## src/rtl/core/assert_macros.svh

```systemverilog
// assertion helpers, empty when SYNTHESIS is defined
`ifndef ASSERT_MACROS_SVH
`define ASSERT_MACROS_SVH

`ifndef SYNTHESIS

// antecedent holds, consequent holds in the same cycle
`define ASSERT_SAME(label, clk, rst_n, ante, cons) \
    label: assert property (@(posedge clk) disable iff (!rst_n) (ante) |-> (cons)) \
        else $error("assertion failed: same-cycle check");

// antecedent holds, consequent holds in the next cycle
`define ASSERT_NEXT(label, clk, rst_n, ante, cons) \
    label: assert property (@(posedge clk) disable iff (!rst_n) (ante) |=> (cons)) \
        else $error("assertion failed: next-cycle check");

`else

`define ASSERT_SAME(label, clk, rst_n, ante, cons)
`define ASSERT_NEXT(label, clk, rst_n, ante, cons)

`endif

`endif

```

## src/rtl/core/alse_pkg.sv

```systemverilog
package alse_pkg;

    // default sizes
    localparam int LED_COUNT_DEF  = 16;
    localparam int FRAME_BITS_DEF = 384;
    localparam int BITS_PER_LED   = 24;

    // item modes
    localparam logic [1:0] MODE_WR24  = 2'd0;
    localparam logic [1:0] MODE_WR6   = 2'd1;
    localparam logic [1:0] MODE_START = 2'd2;
    localparam logic [1:0] MODE_TICK  = 2'd3;

    // register indexes
    localparam logic [1:0] CFG_BIT_PERIOD = 2'd0;
    localparam logic [1:0] CFG_ZERO_HIGH  = 2'd1;
    localparam logic [1:0] CFG_ONE_HIGH   = 2'd2;

    // register reset values
    localparam logic [7:0] BIT_PERIOD_RST = 8'd20;
    localparam logic [7:0] ZERO_HIGH_RST  = 8'd5;
    localparam logic [7:0] ONE_HIGH_RST   = 8'd10;

    typedef logic [23:0] color_t;

    typedef struct packed {
        logic [7:0] bit_period;
        logic [7:0] zero_high;
        logic [7:0] one_high;
    } cfg_t;

    typedef struct packed {
        logic start;
        logic tick;
    } tx_ctrl_t;

    typedef struct packed {
        logic line;
        logic busy;
    } tx_status_t;

    // rrggbb to 24-bit rgb, each 2-bit channel times 85 (channel repeated four times)
    function automatic color_t expand6(input logic [5:0] c6);
        color_t c;
        c = {{4{c6[5:4]}}, {4{c6[3:2]}}, {4{c6[1:0]}}};
        return c;
    endfunction

endpackage

```

## src/rtl/core/alse_frame_tx.sv

```systemverilog
module alse_frame_tx
    import alse_pkg::*;
#(
    parameter int LED_COUNT  = LED_COUNT_DEF,
    parameter int FRAME_BITS = FRAME_BITS_DEF
)
(
    input  logic       clk,
    input  logic       rst_n,
    input  tx_ctrl_t   ctrl,
    input  cfg_t       cfg,
    input  color_t     snap [LED_COUNT],
    output tx_status_t status
);

    localparam int LED_W   = (LED_COUNT > 1) ? $clog2(LED_COUNT) : 1;
    localparam int BIT_W   = $clog2(FRAME_BITS);
    localparam int LAST_LED = (FRAME_BITS - 1) / BITS_PER_LED;
    localparam int LW_A    = $clog2(LED_COUNT + 1);
    localparam int LW_B    = $clog2(LAST_LED + 2);
    localparam int LEDC_W  = (LW_A > LW_B) ? LW_A : LW_B;

    color_t            frame_store_reg [LED_COUNT];
    logic [BIT_W-1:0]  bit_cnt_reg, bit_cnt_next;
    logic [4:0]        pos_reg, pos_next;
    logic [LEDC_W-1:0] led_reg, led_next;
    logic [7:0]        tick_reg, tick_next;
    logic              sending_reg, sending_next;

    color_t     cur;
    logic [23:0] grb;
    logic       led_ok;
    logic       data_bit;
    logic [7:0] high;
    logic [7:0] tick_inc;
    logic       bit_done;
    logic       last_bit;
    logic       line;

    always_comb
    begin
        cur      = frame_store_reg[led_reg[LED_W-1:0]];
        led_ok   = led_reg < LEDC_W'(LED_COUNT);
        grb      = {cur[15:8], cur[23:16], cur[7:0]};
        data_bit = led_ok & grb[5'd23 - pos_reg];
        high     = data_bit ? cfg.one_high : cfg.zero_high;
        line     = ctrl.tick & sending_reg & (tick_reg < high);
        tick_inc = tick_reg + 8'd1;
        bit_done = (tick_inc >= cfg.bit_period) || (tick_inc == 8'd0);
        last_bit = bit_cnt_reg == BIT_W'(FRAME_BITS - 1);

        bit_cnt_next = bit_cnt_reg;
        pos_next     = pos_reg;
        led_next     = led_reg;
        tick_next    = tick_reg;
        sending_next = sending_reg;

        if (ctrl.start)
        begin
            bit_cnt_next = '0;
            pos_next     = '0;
            led_next     = '0;
            tick_next    = '0;
            sending_next = 1'b1;
        end
        else if (ctrl.tick && sending_reg)
        begin
            tick_next = tick_inc;
            if (bit_done)
            begin
                tick_next = '0;
                if (last_bit)
                begin
                    // frame complete, back to idle
                    bit_cnt_next = '0;
                    pos_next     = '0;
                    led_next     = '0;
                    sending_next = 1'b0;
                end
                else
                begin
                    bit_cnt_next = bit_cnt_reg + BIT_W'(1);
                    if (pos_reg == 5'(BITS_PER_LED - 1))
                    begin
                        pos_next = '0;
                        led_next = led_reg + LEDC_W'(1);
                    end
                    else
                    begin
                        pos_next = pos_reg + 5'd1;
                    end
                end
            end
        end
    end

    always_ff @(posedge clk or negedge rst_n)
    begin
        if (!rst_n)
        begin
            bit_cnt_reg <= '0;
            pos_reg     <= '0;
            led_reg     <= '0;
            tick_reg    <= '0;
            sending_reg <= 1'b0;
        end
        else
        begin
            bit_cnt_reg <= bit_cnt_next;
            pos_reg     <= pos_next;
            led_reg     <= led_next;
            tick_reg    <= tick_next;
            sending_reg <= sending_next;
        end
    end

    // snapshot of the colour store at start
    always_ff @(posedge clk)
    begin
        if (ctrl.start)
        begin
            for (int i = 0; i < LED_COUNT; i++)
            begin
                frame_store_reg[i] <= snap[i];
            end
        end
    end

    assign status.line = line;
    assign status.busy = sending_next;

endmodule

```

## src/rtl/core/addressable_led_strip_encoder_core.sv

```systemverilog
// channel | signals                          | direction | accepted when
// in      | mode, led_index, color           | input     | in_valid & in_ready
// out     | line_level, busy_res, read_color | output    | out_valid & out_ready
// cfg     | cfg_we, cfg_index, cfg_data      | input     | cfg_we
// one item per cycle sustained while out_ready stays high: decode, store and bit timer are one short pass
// an accepted item waits in the input register until the result register is free or draining;
//   it moves there at the same edge where the colour store and line timer update
// reset (async, active low) clears colour store, counters and control; the frame
//   snapshot has no reset and is loaded by every start item
// in_ready drops only when both registers hold items and out_ready is low
module addressable_led_strip_encoder_core
    import alse_pkg::*;
#(
    parameter int LED_COUNT  = LED_COUNT_DEF,
    parameter int FRAME_BITS = FRAME_BITS_DEF
)
(
    input  logic        clk,
    input  logic        rst_n,

    input  logic        in_valid,
    output logic        in_ready,
    input  logic [1:0]  mode,
    input  logic [3:0]  led_index,
    input  logic [23:0] color,

    output logic        out_valid,
    input  logic        out_ready,
    output logic        line_level,
    output logic        busy_res,
    output logic [23:0] read_color,

    input  logic        cfg_we,
    input  logic [1:0]  cfg_index,
    input  logic [7:0]  cfg_data
);

`include "assert_macros.svh"

    localparam int LED_W = (LED_COUNT > 1) ? $clog2(LED_COUNT) : 1;

    // configuration registers
    cfg_t cfg_reg;

    always_ff @(posedge clk or negedge rst_n)
    begin
        if (!rst_n)
        begin
            cfg_reg.bit_period <= BIT_PERIOD_RST;
            cfg_reg.zero_high  <= ZERO_HIGH_RST;
            cfg_reg.one_high   <= ONE_HIGH_RST;
        end
        else if (cfg_we)
        begin
            unique case (cfg_index)
                CFG_BIT_PERIOD: cfg_reg.bit_period <= cfg_data;
                CFG_ZERO_HIGH:  cfg_reg.zero_high  <= cfg_data;
                CFG_ONE_HIGH:   cfg_reg.one_high   <= cfg_data;
                default:        ; // writes past the register list are dropped
            endcase
        end
    end

    // input register
    logic        s1_valid_reg;
    logic [1:0]  s1_mode_reg;
    logic [3:0]  s1_index_reg;
    logic [23:0] s1_color_reg;

    // result register
    logic        out_valid_reg;
    logic        line_level_reg;
    logic        busy_res_reg;
    logic [23:0] read_color_reg;

    // the input item moves to the result register when that one is free or draining
    logic advance;
    assign advance  = s1_valid_reg & (~out_valid_reg | out_ready);
    assign in_ready = ~s1_valid_reg | advance;

    always_ff @(posedge clk or negedge rst_n)
    begin
        if (!rst_n)
        begin
            s1_valid_reg <= 1'b0;
        end
        else if (in_ready)
        begin
            s1_valid_reg <= in_valid;
        end
    end

    always_ff @(posedge clk)
    begin
        if (in_ready && in_valid)
        begin
            s1_mode_reg  <= mode;
            s1_index_reg <= led_index;
            s1_color_reg <= color;
        end
    end

    // colour store and item decode
    color_t     color_store_reg [LED_COUNT];
    logic [8:0] idx_ext;
    logic       idx_ok;
    color_t     rd_color;
    color_t     wr_color;
    logic       wr_en;
    tx_ctrl_t   tx_ctrl;
    tx_status_t tx_status;

    always_comb
    begin
        idx_ext  = {5'd0, s1_index_reg};
        idx_ok   = idx_ext < 9'(LED_COUNT);
        // readback is the colour before this item's write; out of range reads zero
        rd_color = idx_ok ? color_store_reg[idx_ext[LED_W-1:0]] : '0;
        wr_color = s1_color_reg;
        wr_en    = 1'b0;
        tx_ctrl  = '0;
        unique case (s1_mode_reg)
            MODE_WR24:
            begin
                wr_en = advance & idx_ok;
            end
            MODE_WR6:
            begin
                wr_color = expand6(s1_color_reg[5:0]);
                wr_en    = advance & idx_ok;
            end
            MODE_START:
            begin
                tx_ctrl.start = advance;
            end
            MODE_TICK:
            begin
                tx_ctrl.tick = advance;
            end
            default:
            begin
                wr_en = 1'b0;
            end
        endcase
    end

    always_ff @(posedge clk or negedge rst_n)
    begin
        if (!rst_n)
        begin
            for (int i = 0; i < LED_COUNT; i++)
            begin
                color_store_reg[i] <= '0;
            end
        end
        else if (wr_en)
        begin
            color_store_reg[idx_ext[LED_W-1:0]] <= wr_color;
        end
    end

    // frame snapshot, bit timer and line encoder
    alse_frame_tx #(
        .LED_COUNT  (LED_COUNT),
        .FRAME_BITS (FRAME_BITS)
    ) u_frame_tx (
        .clk    (clk),
        .rst_n  (rst_n),
        .ctrl   (tx_ctrl),
        .cfg    (cfg_reg),
        .snap   (color_store_reg),
        .status (tx_status)
    );

    // result register
    always_ff @(posedge clk or negedge rst_n)
    begin
        if (!rst_n)
        begin
            out_valid_reg <= 1'b0;
        end
        else if (advance)
        begin
            out_valid_reg <= 1'b1;
        end
        else if (out_ready)
        begin
            out_valid_reg <= 1'b0;
        end
    end

    always_ff @(posedge clk)
    begin
        if (advance)
        begin
            line_level_reg <= tx_status.line;
            busy_res_reg   <= tx_status.busy;
            read_color_reg <= rd_color;
        end
    end

    assign out_valid  = out_valid_reg;
    assign line_level = line_level_reg;
    assign busy_res   = busy_res_reg;
    assign read_color = read_color_reg;

    // a moving item always lands in the result register
    `ASSERT_NEXT(a_advance_lands, clk, rst_n, advance, out_valid)
    // a start item always reports the line as busy
    `ASSERT_NEXT(a_start_busy, clk, rst_n, advance && s1_mode_reg == MODE_START, busy_res)
    // only tick items can raise the line
    `ASSERT_NEXT(a_line_tick_only, clk, rst_n, advance && s1_mode_reg != MODE_TICK, !line_level)
    // a blocked input register means a full, stalled result register
    `ASSERT_SAME(a_stall_cause, clk, rst_n, !in_ready, s1_valid_reg && out_valid_reg && !out_ready)

endmodule
```

## config.mk

```make
export PLATFORM = sky130hd
export DESIGN_NAME = addressable_led_strip_encoder_core
export DESIGN_NICKNAME = d
export VERILOG_FILES = /design/src/rtl/core/alse_pkg.sv /design/src/rtl/core/alse_frame_tx.sv /design/src/rtl/core/addressable_led_strip_encoder_core.sv
export VERILOG_INCLUDE_DIRS = /design/src /design/src/rtl/core
export SDC_FILE = /design/constraint.sdc
export NUM_CORES = 1
export LEC_CHECK = 0
export BUFFER_PORTS_ARGS = -buffer_cell sky130_fd_sc_hd__buf_4
export CAP_MARGIN = 20
export CORE_ASPECT_RATIO = 1.2
export CORE_MARGIN = 2
export CORE_UTILIZATION = 35
export CTS_BUF_LIST = sky130_fd_sc_hd__clkbuf_4 sky130_fd_sc_hd__clkbuf_8
export CTS_CLUSTER_DIAMETER = 60
export DETAILED_ROUTE_END_ITERATION = 16
export PLACE_DENSITY = 0.49
export SETUP_SLACK_MARGIN = 0.02
export SLEW_MARGIN = 20
export SYNTH_ARGS = -nofsm -noshare
export SYNTH_HDL_FRONTEND = slang
export SYNTH_SLANG_ARGS = --single-unit
```

## constraint.sdc

```tcl
create_clock -name clk -period 14.25 [get_ports clk]
set_clock_uncertainty 0.05 [all_clocks]
set_input_delay 2.85 -clock clk [delete_from_list [all_inputs] [get_ports clk]]
set_output_delay 2.85 -clock clk [all_outputs]
set_load 0.01 [all_outputs]
```

==> results of run 1 <==
[synth_stat cells, drive strengths merged (3+ instances only)]
cell type | n | area share (%)
nor3 | 9 | 0.12
nand2b | 13 | 0.23
a21o | 8 | 0.17
nand3 | 30 | 0.43
a22oi | 19 | 0.39
xor2 | 5 | 0.12
nand2 | 232 | 2.4
mux2 | 51 | 1.6
or2 | 3 | 0.052
or4 | 6 | 0.12
nand4 | 4 | 0.069
o21ai | 205 | 2.8
a21oi | 212 | 2.9
nor2 | 208 | 2.2
and2 | 10 | 0.18
nand3b | 5 | 0.10
edfxtp | 440 | 37
o31ai | 15 | 0.31
nor2b | 17 | 0.29
dfstp | 6 | 0.44
ha | 20 | 0.69
buf | 35 | 0.80
o22ai | 4 | 0.069
mux4 | 211 | 13
inv | 18 | 0.19
a22o | 3 | 0.073
and3 | 10 | 0.17
clkbuf | 131 | 1.5
a221oi | 4 | 0.097
a211oi | 3 | 0.062
mux2i | 24 | 0.67
o211ai | 3 | 0.062
dfrtp | 432 | 30
a2111oi | 3 | 0.073
[area by class of cell]
class / instances / area [um2]
Fill cell: 9573 / 61400
Sequential cell: 878 / 24200
Multi-Input combinational cell: 1363 / 11200
Clock buffer: 231 / 2800
Tap cell: 1375 / 1720
Timing Repair Buffer: 125 / 1000
Clock inverter: 34 / 244
Inverter: 18 / 71.3
Antenna cell: 3 / 7.51
[cells by family (layout without fill, tap and decap cells)]
family          count (synthesis)  in the layout
compound gates                494            494
flops                         878            878
simple gates                  558            558
buf+inv                       184            408
mux                           286            286
xor+xnor                        5              5
fa+ha+maj                      20             20
other cells                     0              3
[worst max-delay path by stage]
stage	to	start	depth (start not counted)	slack [ps]
2_1_floorplan	u_frame_tx.bit_cnt_reg[2]$_DFFE_PN0P_	out_ready	10	3450
3_3_place_gp	u_frame_tx.frame_store_reg[0][0]$_DFFE_PP_	out_ready	10	7110
3_5_place_dp	u_frame_tx.frame_store_reg[0][0]$_DFFE_PP_	out_ready	10	6990
4_1_cts	u_frame_tx.frame_store_reg[4][5]$_DFFE_PP_	out_ready	10	7890
5_1_grt	line_level$_DFFE_PP_	u_frame_tx.led_reg[0]$_DFFE_PN0P_	16	7600
6_report	u_frame_tx.frame_store_reg[5][5]$_DFFE_PP_	out_ready	10	7930
[per-stage QoR]
step / area [um2] / setup slack [ps]
final: 41200 / 7930
after global routing: 41200 / 7600
after CTS: 41100 / 7890
after detailed placement: 38100 / 6990
after global placement: 38100 / 7110
after floorplan: 36100 / 3450
[metal layers]
layer | vias to the layer above | GRT usage, % | part of all wire (%)
met5 | - | 0 | 0
met4 | 0 | 6.07 | 2.4
met3 | 168 | 3.55 | 4.9
met2 | 617 | 33.4 | 50
met1 | 11100 | 25.8 | 43
li1 | 9353 | - | -
[power by group]
group / total (uW) / leakage [uW] / internal (uW) / switching, uW
Combinational: 897 / 0.00445 / 416 / 480
Sequential: 3390 / 0.00967 / 3130 / 264
Clock: 2320 / 0.00162 / 1300 / 1020
Total: 6600 / 0.0157 / 4840 / 1760
[critical path: cells and delay by family]
family	cells	cell delay, ps
simple gates	4	940
buf+inv	6	2750
==> flow_summary.json, run 1 <==
{
  "status": "completed",
  "arrival_ps": 6720,
  "cpMostUsedCell": "buf_4",
  "period_minus_slack_ps": 6320,
  "dr.pass1.iters": 5,
  "whs_path_depth": 0,
  "hold_path_class": "reg2reg",
  "final_cells": 4027,
  "cts_resized": 0,
  "cts_buffers": 145,
  "grt_pass1_vias": 22200,
  "drc": 0,
  "wl_per_cell_um": 25.5,
  "avgSynthCellArea_um2": 14.9,
  "cap_violations": 0,
  "cts_hold_buf": 0,
  "fmax_mhz": 158,
  "grt_setup_unrepaired": "no",
  "slowest_stage": "buf_4",
  "hold_ws_ps": 412,
  "layout_common_cells": "edfxtp_1, dfrtp_1, nand2_1",
  "cts.path.max_buffers": 3,
  "grt_overflow": 0,
  "synthSimpleGateAreaFrac_pct": 6.63,
  "nets": 2596,
  "final_common_cell": "edfxtp_1",
  "cp_cell_sequence": "buf_4 -> nand2b_1 -> nand2_1 -> inv_2 -> nand2_1 -> or2_2 -> clkinvlp_4 -> buf_12 -> buf_4 -> buf_4",
  "track_usage_pct": 19.7,
  "start_util_pct": 35.2,
  "synth-compound-area-share_pct": 7.50,
  "hold_start": "color_store_reg[1]$_DFFE_PN0P_",
  "layout-drive-gt1-share_pct": 25.3,
  "synth_mux_area_share_pct": 15.6,
  "place_congestion": 0.786,
  "place_inst": 3758,
  "worst-r2r-setup-slack_ps": 8150,
  "vias": 21200,
  "htree_levels": 4,
  "vdd_drop_max_uv": 92.0,
  "io_buffers": 72,
  "grt_first_pass_wirelength_um": 151000,
  "period_share_pct": 44.3,
  "path_class": "in2reg",
  "synth_edf_count": 440,
  "synth-adder-area-share_pct": 0.693,
  "ys.flop_type": "edfxtp_1",
  "drtIter0Drc": 1715,
  "ys_warn_count": 0,
  "clock_sinks": 878,
  "antenna_found_initial": 1,
  "drtAntennaViolNets": 0,
  "die_area_um2": 106000,
  "clk_pin_slew_ps": 60,
  "rr_worst_depth": 17,
  "area_delta_synth_final_pct": 14.1,
  "die_w_um": 297,
  "reg2reg_to": "line_level$_DFFE_PP_",
  "p_leak_uw": 0.0157,
  "drt-total-wl_um": 103000,
  "r2r_start": "u_frame_tx.led_reg[0]$_DFFE_PN0P_",
  "finish.utilization_pct": 40.2,
  "synth_top_family_by_area": "multiplexers",
  "required_ps": 14650,
  "crit_path_max_incr_delay_ps": 920,
  "relSlewSlack_pct": 24.3,
  "vias_per_cell": 5.26,
  "setup_viol": 0,
  "cp_max_fo": 170,
  "synth.distinct_cells": 67,
  "syn_nets": 2490,
  "post_cts_buffers": 0,
  "io_pins": 73,
  "final.setup.tns_ps": 0,
  "rows": 129,
  "tightest_slew_ps": 1140,
  "total_power_uw": 6600,
  "fp.dieH_um": 356,
  "coreArea_um2": 103000,
  "cts_root_buf": "clkbuf_8",
  "cts_tree": "done",
  "grt_start_max_net_pins": 171,
  "synth-seq-cells": 878,
  "dp_hpwl_um": 60200,
  "syn_area_um2": 36100,
  "clk_latency_ps": 840,
  "cp-end-kind": "register",
  "critPathLaunchType": "primary input",
  "synthArstFlopShare_pct": 49.9,
  "drv_slew": 0,
  "p_per_area_nw_per_um2": 160,
  "netlist_instances": 2425,
  "hold_viol_final": 0,
  "whs_endpoint": "u_frame_tx.frame_store_reg[15][1]$_DFFE_PP_",
  "yosysSeqAreaShare_pct": 66.9,
  "synth-xor-area-share_pct": 0.121
}
Power figures use the tool's default switching activity.
==> run 2: changes to the inputs <==
PLACE_DENSITY = 0.5   (was 0.49)
clock period = 5.3 ns   (was 14.25 ns; I/O delays follow)
==> run 2 against run 1 <==
Largest cell class unchanged; global-route usage up 0.24 points; via count is 1.4% higher; worst setup slack lost 7400 ps; sequential share of layout area decreased by 0.84 points; hold slack lost 190 ps; critical path depth increased by 5; non-clock buffer count grew 49.
==> flow_summary.json, run 2 (synthesized netlist as in run 1, its figures left out) <==
{
  "status": "completed",
  "start_util_pct": 35.2,
  "cp_max_fo": 17,
  "p_sw_share_pct": 26.7,
  "layout-drive-gt1-share_pct": 26.8,
  "clock_sinks": 878,
  "cts.path.max_buffers": 3,
  "grt_overflow": 0,
  "multiInputGateArea_um2": 11200,
  "final.setup.tns_ps": 0,
  "io_buffers": 72,
  "drtAntennaViolNets": 0,
  "wl_per_cell_um": 25.5,
  "drtIter0Drc": 1531,
  "tightest_slew_ps": 1040,
  "vias_per_cell": 5.27,
  "clk_pin_slew_ps": 60,
  "period_minus_slack_ps": 4760,
  "grt_start_max_net_pins": 113,
  "cp-end-kind": "register",
  "layout_common_cells": "edfxtp_1, dfrtp_1, nand2_1",
  "cts_root_buf": "clkbuf_8",
  "p_per_area_nw_per_um2": 433,
  "grt_pass1_vias": 22400,
  "path_class": "reg2reg",
  "drv_slew": 0,
  "seqPwrFrac_pct": 50.6,
  "required_ps": 5920,
  "cap_violations": 0,
  "p_switching_uw": 4840,
  "place_congestion": 0.787,
  "track_usage_pct": 19.9,
  "fmax_mhz": 210,
  "post_cts_buffers": 0,
  "p_int_uw": 13300,
  "setup_viol": 0,
  "antenna_found_initial": 1,
  "regArea_um2": 24200,
  "nFillCells": 9471,
  "hold_ws_ps": 223,
  "finish.utilization_pct": 40.7,
  "final_common_cell": "edfxtp_1",
  "grt_setup_unrepaired": "no",
  "timing.final.ws_setup_ps": 539,
  "cts_buffers": 145,
  "area_delta_synth_final_pct": 15.8,
  "die_area_um2": 106000,
  "drc": 0,
  "vias": 21500,
  "hold_viol_final": 0,
  "critPathLaunchType": "register",
  "nets": 2645,
  "rows": 129,
  "hold_path_class": "in2async",
  "relSlewSlack_pct": 30.4,
  "power.share.clock_pct": 36.0,
  "place_ws_ps": 616,
  "grt_first_pass_wirelength_um": 153000,
  "combPwrFrac_pct": 13.4,
  "io_pins": 73,
  "cts_hold_buf": 0,
  "coreArea_um2": 103000,
  "dp_hpwl_um": 65400,
  "p_leak_uw": 0.0160,
  "cts_resized": 0,
  "cts_tree": "done",
  "die_w_um": 297,
  "arrival_ps": 5380,
  "dr.pass1.iters": 5,
  "period_share_pct": 89.8,
  "clk_latency_ps": 820,
  "total_power_uw": 18100,
  "vdd_drop_max_uv": 212,
  "fp.dieH_um": 356,
  "htree_levels": 4,
  "drt-total-wl_um": 104000
}
-- run 2: changes by cell type in the layout (fill, tap and decap cells not counted), moves of 3 or more --
| cell | previous run | this run |
|---|---|---|
| buf_4 | 119 | 161 |
| buf_12 | 4 | 12 |
| clkbuf_4 | 60 | 52 |
| clkbuf_8 | 171 | 164 |
| clkinv_2 | 5 | 12 |
| bufinv_16 | 3 | 9 |
| inv_6 | 3 | 9 |
| nand2_2 | 2 | 7 |
| nand2_4 | 4 | 1 |
-- run 2: critical path: stages, from the launching register on --
cell       delay, ps
dfrtp_4          690
mux4_1           610
mux2_2           270
nand3_1           80
nand4_1          260
or4_1            670
nand3_2          190
a31oi_4          100
nor2_8           130
mux2i_1          240
ha_1             280
a21o_1           160
a2111oi_0        520
nand2_1          110
a21oi_1          130
nand2b_1         110
-- run 2: layout make-up --
| class | instances | area share [%] |
|---|---|---|
| Sequential cell | 878 | 57.8 |
| Antenna cell | 1 | 0.00598 |
| Tap cell | 1375 | 4.11 |
| Inverter | 18 | 0.180 |
| Timing Repair Buffer | 174 | 3.50 |
| Multi-Input combinational cell | 1363 | 26.7 |
| Clock inverter | 53 | 1.29 |
| Clock buffer | 216 | 6.33 |
-- run 2: metal layers --
layer  track usage, %  vias to the layer above  routed length, um
met1             25.2                    11200              42600
met5                0                        -                  0
met2             33.3                      664              51400
met4             7.95                        0               3620
li1                 -                     9452                  -
met3             4.46                      189               6370
-- run 2: power groups by stage --
| stage | Combinational (uW) | Clock, uW | Sequential (uW) |
|---|---|---|---|
| floorplan | 1650 | 0 | 8990 |
| finish | 2430 | 6510 | 9150 |
| global route | 2690 | 6980 | 9280 |
| CTS | 2470 | 6680 | 9150 |
| global placement | 2390 | 0 | 9220 |
| detailed placement | 2450 | 0 | 9280 |
-- run 2: path summary, 6_finish.rpt --
path                                                         endpoint                         startpoint  slack, ps  cells after the start
min reg2reg                u_frame_tx.frame_store_reg[8][0]$_DFFE_PP_   color_store_reg[168]$_DFFE_PN0P_        400                      0
min                                  color_store_reg[217]$_DFFE_PN0P_                              rst_n        220                      1
max                                              line_level$_DFFE_PP_  u_frame_tx.led_reg[0]$_DFFE_PN0P_        540                     15
min in group clk                           s1_color_reg[11]$_DFFE_PP_                          color[11]        370                      1
max reg2reg                                      line_level$_DFFE_PP_  u_frame_tx.led_reg[0]$_DFFE_PN0P_        540                     15
max in group asynchronous            color_store_reg[300]$_DFFE_PN0P_                              rst_n       3690                      2
-- run 2: per-stage QoR --
step                instances  instance area, um2
floorplan                2425               36200
finish                   4078               41800
global placement         3806               38600
detailed placement       3808               38600
global route             4078               41800
CTS                      4077               41800
==> run 3: changes to the inputs <==
BUFFER_PORTS_ARGS = not set   (was -buffer_cell sky130_fd_sc_hd__buf_4)
DONT_BUFFER_PORTS = 1   (was not set)
==> run 3 against run 2 <==
The run now ends with negative hold slack left; core utilization decreased by 0.73 points; sequential share of layout area up 1.1 points; worst setup slack worse by 3.0 ps; die area is the same; clock-buffer cell count increased by 13; global-route usage shrank 0.14 points; hold slack worse by 300 ps; wire length decreased by 0.62%; final area shrank 1.8%; via count down 1.6%; final cell count down 2.1%; critical endpoint unchanged.
==> flow_summary.json, run 3 (synthesized netlist as in run 1, its figures left out) <==
{
  "cts.path.max_buffers": 3,
  "dp_hpwl_um": 63000,
  "arrival_ps": 5410,
  "hold_viol_final": 165,
  "relSlewSlack_pct": 15.9,
  "p_switching_uw": 4720,
  "rows": 129,
  "wl_met2_um": 52500,
  "drtIter0Drc": 1576,
  "nets": 2557,
  "period_minus_slack_ps": 4760,
  "crit_path_max_incr_delay_ps": 670,
  "cp_max_fo": 16,
  "p_leak_uw": 0.0156,
  "vias": 21100,
  "clock_sinks": 878,
  "coreArea_um2": 103000,
  "regArea_um2": 24200,
  "layout-drive-gt1-share_pct": 24.7,
  "status": "complete, but fails checks",
  "final.setup.tns_ps": 0,
  "clk_pin_slew_ps": 70,
  "required_ps": 5950,
  "drtAntennaViolNets": 0,
  "area_delta_synth_final_pct": 13.7,
  "cp_cell_sequence": "mux4_1 -> mux2_2 -> nand3_1 -> nand4_1 -> or4_1 -> nand3_2 -> a31oi_4 -> nor2_8 -> mux2i_1 -> ha_1 -> a21o_1 -> a2111oi_0 -> nand2_1 -> a21oi_1 -> nand2b_1",
  "drt-total-wl_um": 103000,
  "multiInputGateArea_um2": 11200,
  "layout_common_cells": "edfxtp_1, dfrtp_1, nand2_1",
  "grt_overflow": 0,
  "clk_latency_ps": 830,
  "fmax_mhz": 210,
  "die_area_um2": 106000,
  "place_area_um2": 37900,
  "grt_pass1_vias": 22300,
  "setup_viol": 0,
  "antenna_found_initial": 4,
  "cts_root_buf": "clkbuf_8",
  "period_share_pct": 89.9,
  "nFillCells": 9555,
  "power.share.clock_pct": 36.0,
  "track_usage_pct": 19.8,
  "combPwrFrac_pct": 12.5,
  "seqPwrFrac_pct": 51.5,
  "wl_per_cell_um": 25.9,
  "place_ws_ps": 563,
  "p_per_area_nw_per_um2": 434,
  "total_power_uw": 17800,
  "tightest_slew_ps": 1260,
  "hold_path_class": "in2async",
  "routed-wl-met3_um": 6110,
  "vdd_drop_max_uv": 245,
  "p_int_uw": 13100,
  "cts_tree": "done",
  "grt_start_max_net_pins": 439,
  "drc": 0,
  "critPathLaunchType": "register",
  "cp-end-kind": "register",
  "post_cts_buffers": 0,
  "io_buffers": 0,
  "p_sw_share_pct": 26.5,
  "cts_buffers": 148,
  "cap_violations": 0,
  "final_common_cell": "edfxtp_1",
  "path_class": "reg2reg",
  "slowest_stage": "dfrtp_4",
  "crit_family": "simple AND/OR/NAND/NOR gates",
  "htree_levels": 4,
  "place_congestion": 0.795,
  "vias_per_cell": 5.30,
  "drv_slew": 0,
  "io_pins": 73,
  "fp.dieH_um": 356,
  "path_buf_inv": 0,
  "timing.final.ws_setup_ps": 536,
  "grt_setup_unrepaired": "no",
  "failed_checks": "negative hold slack",
  "dr.pass1.iters": 5,
  "grt_first_pass_wirelength_um": 153000,
  "hold_ws_ps": -81.3,
  "finish.instance_area_um2": 41100,
  "wl_met1_um": 41700,
  "cts_resized": 0,
  "die_w_um": 297,
  "start_util_pct": 35.2,
  "top_layer_used": "met5"
}
## run 3: power by group through the flow
stage,combinational [uW],clock (uW),sequential (uW)
global route,2470,6890,9310
global placement,2190,0,9240
detailed placement,2250,0,9310
CTS,2270,6560,9180
finish,2230,6410,9180
floorplan,1650,0,8990
## run 3: area by class of cell
type	count	area share (%)
Tap cell	1375	4.19
Antenna cell	1	0.00609
Clock buffer	229	6.88
Multi-Input combinational cell	1363	27.2
Inverter	18	0.183
Sequential cell	878	58.9
Clock inverter	45	0.850
Timing Repair Buffer	83	1.76
## run 3: worst paths after layout
kind	from	to	slack (ps)	cells after the start
setup / recovery	u_frame_tx.led_reg[0]$_DFFE_PN0P_	line_level$_DFFE_PP_	540	15
hold / removal	rst_n	color_store_reg[172]$_DFFE_PN0P_	-80	0
setup reg to reg	u_frame_tx.led_reg[0]$_DFFE_PN0P_	line_level$_DFFE_PP_	540	15
hold reg to reg	color_store_reg[156]$_DFFE_PN0P_	u_frame_tx.frame_store_reg[9][12]$_DFFE_PP_	380	0
max in group asynchronous	rst_n	u_frame_tx.led_reg[0]$_DFFE_PN0P_	4240	0
min in group clk	color[14]	s1_color_reg[14]$_DFFE_PP_	270	0
## run 3: routing by layer
metal  up-vias  global-route usage (%)
met2       636                    34.3
met4         2                    6.53
li1       9295                       -
met5         -                       0
met1     11100                    24.5
met3       161                    4.58
## run 3: worst reg2reg max path, cell delays in order, from the launching register on
cell       delay (ps)
dfrtp_4           670
mux4_1            640
mux2_2            280
nand3_1            80
nand4_1           220
or4_1             660
nand3_2           190
a31oi_4           100
nor2_8            180
mux2i_1           220
ha_1              270
a21o_1            160
a2111oi_0         560
nand2_1           100
a21oi_1           130
nand2b_1          120
## run 3: through the flow
stage	instances	utilization, %	hold WS (ps)
after detailed placement	3717	36.9	403
after CTS	3991	40.0	-182
after global routing	3992	40.0	-161
final	3992	40.0	-81.3
after global placement	3715	36.9	397
after floorplan	2425	-	386
